**config.mk**
```make
export PLATFORM = sky130hd
export DESIGN_NAME = dual_slot_calibration_record_selector_top
export DESIGN_NICKNAME = d
export VERILOG_FILES = /design/src/hdl/dscrs_pkg.sv /design/src/hdl/dscrs_crc.sv /design/src/hdl/dscrs_class.sv /design/src/hdl/dual_slot_calibration_record_selector_top.sv
export SDC_FILE = /design/constraint.sdc
export NUM_CORES = 2
export LEC_CHECK = 0
export BUFFER_PORTS_ARGS = -buffer_cell sky130_fd_sc_hd__clkbuf_2
export CAP_MARGIN = 40
export CORE_MARGIN = 4
export CORE_UTILIZATION = 30
export DETAILED_ROUTE_END_ITERATION = 10
export PLACE_DENSITY = 0.42
export SETUP_SLACK_MARGIN = 0.05
export SYNTH_ARGS = -nofsm -noshare
export SYNTH_HDL_FRONTEND = slang
export SYNTH_HIERARCHICAL = 1
export SYNTH_SLANG_ARGS = --single-unit
```
**constraint.sdc**
```tcl
create_clock -name i_clk -period 13.4 [get_ports i_clk]
set_input_delay 2.01 -clock i_clk [delete_from_list [all_inputs] [get_ports i_clk]]
set_output_delay 2.01 -clock i_clk [all_outputs]
set_load 0.02 [all_outputs]
```
**src/hdl/dscrs_pkg.sv**
```systemverilog
// ----------------------------------------------------------------------------
// dscrs_pkg
// Shared types, codes and constants for the dual-slot calibration record
// selector.
// ----------------------------------------------------------------------------
package dscrs_pkg;

    localparam logic [31:0] CRC_POLY      = 32'hEDB8_8320;
    localparam logic [31:0] CRC_ALL_ONES  = 32'hFFFF_FFFF;
    localparam logic [31:0] MAGIC_LEGACY  = 32'h5043_4C31;
    localparam logic [31:0] MAGIC_JOURNAL = 32'h5043_4C32;
    localparam logic [7:0]  FLAG_VALID    = 8'hA5;
    localparam logic [31:0] MARK_COMMIT   = 32'hC04D_17ED;

    localparam int CRC_BITS_LEGACY  = 96;
    localparam int CRC_BITS_JOURNAL = 128;

    localparam logic [15:0] RST_MIN_LIMIT = 16'd0;
    localparam logic [15:0] RST_MAX_LIMIT = 16'd4095;
    localparam logic [15:0] RST_RANGE_MIN = 16'd1;

    // Configuration register indexes
    localparam logic [1:0] CFG_MIN_LIMIT = 2'd0;
    localparam logic [1:0] CFG_MAX_LIMIT = 2'd1;
    localparam logic [1:0] CFG_RANGE_MIN = 2'd2;

    typedef enum logic [1:0] {
        KIND_INVALID = 2'd0,
        KIND_LEGACY  = 2'd1,
        KIND_JOURNAL = 2'd2
    } t_kind;

    typedef struct packed {
        logic        first;
        logic        from_backup;
        logic [31:0] word0;
        logic [31:0] word1;
        logic [31:0] word2;
        logic [31:0] word3;
        logic [31:0] word4;
        logic [31:0] word5;
    } t_in_word;

    typedef struct packed {
        logic [1:0]  record_kind;
        logic        any_valid;
        logic [15:0] best_min;
        logic [15:0] best_max;
        logic [31:0] best_generation;
        logic        best_is_backup;
    } t_out_word;

    typedef struct packed {
        logic [15:0] min_limit;
        logic [15:0] max_limit;
        logic [15:0] range_min;
    } t_cfg;

    typedef struct packed {
        t_kind       kind;
        logic [15:0] lo;
        logic [15:0] hi;
        logic [31:0] gen;
    } t_class;

    // Reflected CRC-32 over the low nbits of d, LSB first, init and final
    // xor all ones. Only evaluated on constants to build the XOR columns.
    function automatic logic [31:0] crc_raw(logic [127:0] d, int nbits);
        logic [31:0] crc;
        crc = CRC_ALL_ONES;
        for (int i = 0; i < nbits; i++) begin
            crc[0] = crc[0] ^ d[i];
            crc = crc[0] ? ((crc >> 1) ^ CRC_POLY) : (crc >> 1);
        end
        return crc ^ CRC_ALL_ONES;
    endfunction

    function automatic logic range_ok(logic [15:0] lo, logic [15:0] hi, t_cfg cfg);
        logic [15:0] span;
        span = hi - lo;
        return (lo >= cfg.min_limit) && (hi <= cfg.max_limit) && (hi > lo) &&
               (span >= cfg.range_min);
    endfunction

endpackage

```
**src/hdl/dscrs_crc.sv**
```systemverilog
// ----------------------------------------------------------------------------
// dscrs_crc
// Flat CRC-32 of the page head: 12-byte and 16-byte sums as XOR networks.
// ----------------------------------------------------------------------------
module dscrs_crc (
    input  logic [127:0] i_data,
    output logic [31:0]  o_crc12,
    output logic [31:0]  o_crc16
);

    localparam int NB12 = dscrs_pkg::CRC_BITS_LEGACY;
    localparam int NB16 = dscrs_pkg::CRC_BITS_JOURNAL;
    localparam logic [31:0] BASE12 = dscrs_pkg::crc_raw(128'd0, NB12);
    localparam logic [31:0] BASE16 = dscrs_pkg::crc_raw(128'd0, NB16);

    logic [31:0] terms12 [NB12];
    logic [31:0] terms16 [NB16];

    // The CRC is affine in the data: each set bit xors in a fixed column.
    for (genvar i = 0; i < NB16; i++) begin : g_col
        localparam logic [31:0] COL16 =
            dscrs_pkg::crc_raw(128'd1 << i, NB16) ^ BASE16;
        assign terms16[i] = i_data[i] ? COL16 : 32'd0;
        if (i < NB12) begin : g_col12
            localparam logic [31:0] COL12 =
                dscrs_pkg::crc_raw(128'd1 << i, NB12) ^ BASE12;
            assign terms12[i] = i_data[i] ? COL12 : 32'd0;
        end
    end

    always_comb begin
        o_crc12 = BASE12;
        for (int i = 0; i < NB12; i++) begin
            o_crc12 = o_crc12 ^ terms12[i];
        end
        o_crc16 = BASE16;
        for (int i = 0; i < NB16; i++) begin
            o_crc16 = o_crc16 ^ terms16[i];
        end
    end

endmodule

```
**src/hdl/dscrs_class.sv**
```systemverilog
// ----------------------------------------------------------------------------
// dscrs_class
// Layout check: journal first, legacy second, with the range rules.
// ----------------------------------------------------------------------------
module dscrs_class (
    input  dscrs_pkg::t_in_word i_word,
    input  dscrs_pkg::t_cfg     i_cfg,
    output dscrs_pkg::t_class   o_class
);

    logic [31:0] crc12;
    logic [31:0] crc16;
    logic        journal_ok;
    logic        legacy_ok;

    dscrs_crc u_crc (
        .i_data  ({i_word.word3, i_word.word2, i_word.word1, i_word.word0}),
        .o_crc12 (crc12),
        .o_crc16 (crc16)
    );

    assign journal_ok = (i_word.word0 == dscrs_pkg::MAGIC_JOURNAL) &&
                        (i_word.word5 == dscrs_pkg::MARK_COMMIT) &&
                        (crc16 == i_word.word4) &&
                        dscrs_pkg::range_ok(i_word.word2[15:0], i_word.word2[31:16], i_cfg);

    assign legacy_ok = (i_word.word0 == dscrs_pkg::MAGIC_LEGACY) &&
                       (i_word.word2[7:0] == dscrs_pkg::FLAG_VALID) &&
                       (crc12 == i_word.word3) &&
                       dscrs_pkg::range_ok(i_word.word1[15:0], i_word.word1[31:16], i_cfg);

    always_comb begin
        o_class.kind = dscrs_pkg::KIND_INVALID;
        o_class.lo   = 16'd0;
        o_class.hi   = 16'd0;
        o_class.gen  = 32'd0;
        if (journal_ok) begin
            o_class.kind = dscrs_pkg::KIND_JOURNAL;
            o_class.lo   = i_word.word2[15:0];
            o_class.hi   = i_word.word2[31:16];
            o_class.gen  = i_word.word1;
        end else if (legacy_ok) begin
            o_class.kind = dscrs_pkg::KIND_LEGACY;
            o_class.lo   = i_word.word1[15:0];
            o_class.hi   = i_word.word1[31:16];
        end
    end

endmodule

```
**src/hdl/dual_slot_calibration_record_selector_top.sv**
```systemverilog
// ----------------------------------------------------------------------------
// dual_slot_calibration_record_selector_top
// Picks the newest valid calibration record from a scan of flash page heads.
// ----------------------------------------------------------------------------
// Each input word is one page head; the block checks it as a journal record,
// then as a legacy record, and keeps the best valid one seen since the last
// word flagged first. One result word comes out per input word: it passes
// through the input register, then the result register, and a new word is
// taken every cycle while the output is not stalled. The cycle time is set
// by the flat 16-byte CRC XOR network feeding the held-record update.
// Configuration writes take effect at once and belong in idle periods.
module dual_slot_calibration_record_selector_top (
    input  logic                 i_clk,
    input  logic                 i_rst_n,
    input  logic                 i_in_valid,
    output logic                 o_in_stall,
    input  dscrs_pkg::t_in_word  i_in_word,
    output logic                 o_out_valid,
    input  logic                 i_out_stall,
    output dscrs_pkg::t_out_word o_out_word,
    input  logic                 i_cfg_we,
    input  logic [1:0]           i_cfg_index,
    input  logic [15:0]          i_cfg_data
);

    dscrs_pkg::t_cfg      r_cfg;
    logic                 r_s1_valid;
    dscrs_pkg::t_in_word  r_s1_word;
    logic                 r_out_valid;
    dscrs_pkg::t_out_word r_out_word;

    logic                 r_held_valid;
    logic [15:0]          r_held_min;
    logic [15:0]          r_held_max;
    logic [31:0]          r_held_gen;
    logic                 r_held_backup;

    logic                 n_held_valid;
    logic [15:0]          n_held_min;
    logic [15:0]          n_held_max;
    logic [31:0]          n_held_gen;
    logic                 n_held_backup;

    dscrs_pkg::t_class    cls;
    logic                 out_free;
    logic                 s1_adv;
    logic                 in_acc;
    logic [31:0]          gen_diff;
    logic                 take;

    assign out_free   = !r_out_valid || !i_out_stall;
    assign s1_adv     = r_s1_valid && out_free;
    assign o_in_stall = r_s1_valid && !out_free;
    assign in_acc     = i_in_valid && !o_in_stall;

    dscrs_class u_class (
        .i_word  (r_s1_word),
        .i_cfg   (r_cfg),
        .o_class (cls)
    );

    always_comb begin
        // Start from the held record, or from a cleared one on a new scan.
        n_held_valid  = r_s1_word.first ? 1'b0  : r_held_valid;
        n_held_min    = r_s1_word.first ? 16'd0 : r_held_min;
        n_held_max    = r_s1_word.first ? 16'd0 : r_held_max;
        n_held_gen    = r_s1_word.first ? 32'd0 : r_held_gen;
        n_held_backup = r_s1_word.first ? 1'b0  : r_held_backup;

        // Newer by wrap compare: nonzero difference with the sign bit clear.
        gen_diff = cls.gen - n_held_gen;
        take = (cls.kind != dscrs_pkg::KIND_INVALID) &&
               (!n_held_valid || ((gen_diff != 32'd0) && !gen_diff[31]));

        if (take) begin
            n_held_valid  = 1'b1;
            n_held_min    = cls.lo;
            n_held_max    = cls.hi;
            n_held_gen    = cls.gen;
            n_held_backup = r_s1_word.from_backup;
        end
    end

    always_ff @(posedge i_clk) begin
        if (!i_rst_n) begin
            r_cfg.min_limit <= dscrs_pkg::RST_MIN_LIMIT;
            r_cfg.max_limit <= dscrs_pkg::RST_MAX_LIMIT;
            r_cfg.range_min <= dscrs_pkg::RST_RANGE_MIN;
        end else if (i_cfg_we) begin
            case (i_cfg_index)
                dscrs_pkg::CFG_MIN_LIMIT: r_cfg.min_limit <= i_cfg_data;
                dscrs_pkg::CFG_MAX_LIMIT: r_cfg.max_limit <= i_cfg_data;
                dscrs_pkg::CFG_RANGE_MIN: r_cfg.range_min <= i_cfg_data;
                default: ;  // drop writes beyond the register list
            endcase
        end
    end

    always_ff @(posedge i_clk) begin
        if (!i_rst_n) begin
            r_s1_valid    <= 1'b0;
            r_out_valid   <= 1'b0;
            r_held_valid  <= 1'b0;
            r_held_min    <= 16'd0;
            r_held_max    <= 16'd0;
            r_held_gen    <= 32'd0;
            r_held_backup <= 1'b0;
        end else begin
            if (in_acc) begin
                r_s1_valid <= 1'b1;
            end else if (s1_adv) begin
                r_s1_valid <= 1'b0;
            end

            if (s1_adv) begin
                r_out_valid   <= 1'b1;
                r_held_valid  <= n_held_valid;
                r_held_min    <= n_held_min;
                r_held_max    <= n_held_max;
                r_held_gen    <= n_held_gen;
                r_held_backup <= n_held_backup;
            end else if (out_free) begin
                r_out_valid <= 1'b0;
            end
        end
    end

    always_ff @(posedge i_clk) begin
        if (in_acc) begin
            r_s1_word <= i_in_word;
        end
        if (s1_adv) begin
            r_out_word.record_kind     <= cls.kind;
            r_out_word.any_valid       <= n_held_valid;
            r_out_word.best_min        <= n_held_min;
            r_out_word.best_max        <= n_held_max;
            r_out_word.best_generation <= n_held_gen;
            r_out_word.best_is_backup  <= n_held_backup;
        end
    end

    assign o_out_valid = r_out_valid;
    assign o_out_word  = r_out_word;

endmodule
```
==> run summary <==
crit path max fanout = 39
Clock Latency Late Sink = 0.64 ns
final WL = 199100 um
commonest non-fill, non-tap cell in the layout = xnor2_1
initial drt markers = 3902
highest clock rate = 89.67 MHz
pin count of the biggest net entering global routing = 138
clock period minus worst slack = 11.15 ns
max-cap viol count = 0
Yosys reg bits = 378
ranking of synthesized cells by area = xnor2_1 29%, edfxtp_1 21%, xor2_1 7.2%, dfxtp_1 6.3%, xnor3_1 6.1%
CTS Sinks = 378
first-pass iteration count of the detailed router = 5
vias in the first global route = 28880
Reg2Reg Launch Point = r_s1_word[145]
share of layout cells above drive strength 1 = 16.22%
Post-DP HPWL = 155600 um
Setup-failing EPs final = 0
Die W = 357.3 um
Switching Share = 45.27%
DRC viols = 0
status = completed
P_leak = 16.49 nW
Hold Path Class = flop to flop
Mapped Area = 36600 um2
Worst path most repeated cell = xnor2_1
Wirelength per Cell = 35.75 um
Final Instance Area = 42570 um2
Setup TNS = 0 ns
CP startpoint = r_s1_word[145]
endpoints failing hold = 0
Clk pwr share = 18.0%
worst relative slew slack = 31.51%
post-detailed-route via-to-cell ratio = 5.323
Root Buffer = clkbuf_16
Worst path top cell family by delay = simple AND/OR/NAND/NOR gates
gpl congestion = 1.068
Buf+Inv Stages, Crit Path = 3
register share of total power = 17.5%
DIE HEIGHT = 357.3 um
maximum clock path buffer count = 3
sequential share of the synthesized area = 27.84%
final clock skew = 0.02630 ns
Port Buf Inserts = 286
DIE AREA = 127700 um2
PwrDens = 184.7 nW/um2
RSZ-0062 raised after global routing = false
P_sw = 3.561 mW
Routed Antenna Nets = 0
clock slew at reported path FFs = 0.06 ns
area fraction of the dominant cell type after synthesis = 29.12%
Post-DP Area = 40850 um2
Synth area leader = xnor2_1
Worst R2R Setup Slack = 2.25 ns
initial core utilization = 30.35%
nets@finish = 4296
GRT Resource Usage Total = 30.34%
Reg area = 10190 um2
worst-margin pin slew = 1.020 ns
# IOs = 287
Mapped Nets = 3959
FFs w/ async S/R, synth = 0%
critical path's slowest cell = edfxtp_1
Finished Layout Cells = 5571
Via Count = 29650
# Post-CTS Setup Buffers = 0
Syn Inst Count = 3580
Avg Cell Area, Syn = 10.22 um2
hold_buf cts = 0
Synth Flop Type = edfxtp_1
FP Rows = 127
CP Capture Type = flop
first-pass GRT wire length = 261200 um
Fillers = 12330
library cells used by synthesis = 89
Final Max Slew Viols = 0
H-tree Lvls = 2
YS warnings = 6
CTS Buf Count = 50
antenna violations before repair = 5
Placed Cells = 5476
crit start category = flop
Arr. time, crit path = 11.53 ns
hold_sp = r_cfg[38]
Post-synth EDFFs = 262
VDD IR-drop max = 117.5 uV
crit-path max cell delay = 0.85 ns
hold slack = 0.4529 ns
Final period util = 83.23%
post_cts resized = 0
Combinational Power Share = 64.5%
CP Class = flop to flop
commonest cells after routing, fill and taps aside = 1214 x xnor2_1, 301 x xor2_1, 286 x clkbuf_2
Core Region = 120600 um2
CP required = 13.78 ns
CTS tree = done
GRT overflow = 0
area of the multi-input gates = 24970 um2
cell internal pwr = 4.304 mW
Layout area overhead = 16.30%
==> metrics by stage <==
step                      power, mW  utilization, %  worst slack [ns]
after detailed placement      6.282           33.87             2.581
after global routing          8.016           35.30             1.994
final                         7.864           35.30             2.248
after floorplan               4.634               -             1.859
after global placement        6.297           33.43             1.953
after CTS                     7.748           35.29             2.525
==> cell families after synthesis <==
logic type | synth area share (%)
compound gates | 7.828
xor+xnor | 43.85
fa+ha+maj | 5.599
buf+inv | 4.157
flops | 27.84
mux | 2.089
simple gates | 8.641
==> sequential cells by signal (all words and copies together), names as in the netlist <==
register,count
r_held_max,16
r_held_backup,1
r_s1_word,194
r_held_min,16
r_cfg,48
o_out_valid,1
r_held_gen,32
o_out_word,68
r_held_valid,1
r_s1_valid,1
==> worst paths after layout <==
check                           cells past startpoint        endpoint
worst max-delay path                               26  o_out_word[60]
worst min-delay path                                2       r_cfg[38]
worst max register to register                     26  o_out_word[60]
worst min register to register                      2       r_cfg[38]
==> metal layers <==
layer | vias up | global-route usage, % | share of wire (%)
li1 | 12820 | - | -
met1 | 14710 | 40.44 | 42
met2 | 1708 | 46.07 | 43
met3 | 419 | 6.552 | 9.1
met4 | 4 | 15.73 | 6.3
met5 | - | 0.07547 | 0.014
==> power by group through the flow <==
stage | clock network [mW] | registers, mW | logic, mW
after floorplan | 0 | 1.38 | 3.26
after global placement | 0 | 1.41 | 4.88
after detailed placement | 0 | 1.40 | 4.88
after CTS | 1.46 | 1.38 | 4.91
after global routing | 1.50 | 1.38 | 5.13
final | 1.41 | 1.38 | 5.07
==> worst reg2reg max path: cells and delay by family (launching register included) <==
family          cells  cell delay [ns]
compound gates      5             1.71
xor+xnor            7             2.99
fa+ha+maj           1             0.56
buf+inv             3             0.87
flops               1             0.85
mux                 1             0.41
simple gates        9             3.51
==> cell type report <==
class / count / share of cell area, %
Multi-Input combinational cell: 2862 / 58.64
Sequential cell: 378 / 23.94
Timing Repair Buffer: 490 / 7.474
Tap cell: 1612 / 4.738
Clock buffer: 68 / 3.221
Inverter: 135 / 1.190
Clock inverter: 25 / 0.7906
Antenna cell: 1 / 0.005878
==> synth_stat cells (all sizes together), types with 19 or more instances <==
| cell type | count |
|---|---|
| nand4 | 36 |
| mux2 | 36 |
| nor4 | 39 |
| inv | 134 |
| o21ai | 48 |
| ha | 159 |
| buf | 122 |
| nor3 | 19 |
| nand2b | 42 |
| a211oi | 21 |
| a21o | 32 |
| nand3 | 42 |
| xor2 | 308 |
| edfxtp | 262 |
| a21oi | 117 |
| dfxtp | 116 |
| and2 | 20 |
| mux2i | 34 |
| nor2b | 52 |
| xnor2 | 1233 |
| and3 | 74 |
| clkbuf | 83 |
| nor2 | 54 |
| nand2 | 154 |
| a22o | 100 |
| xnor3 | 99 |
No activity file was read; power rests on OpenSTA's default activity.
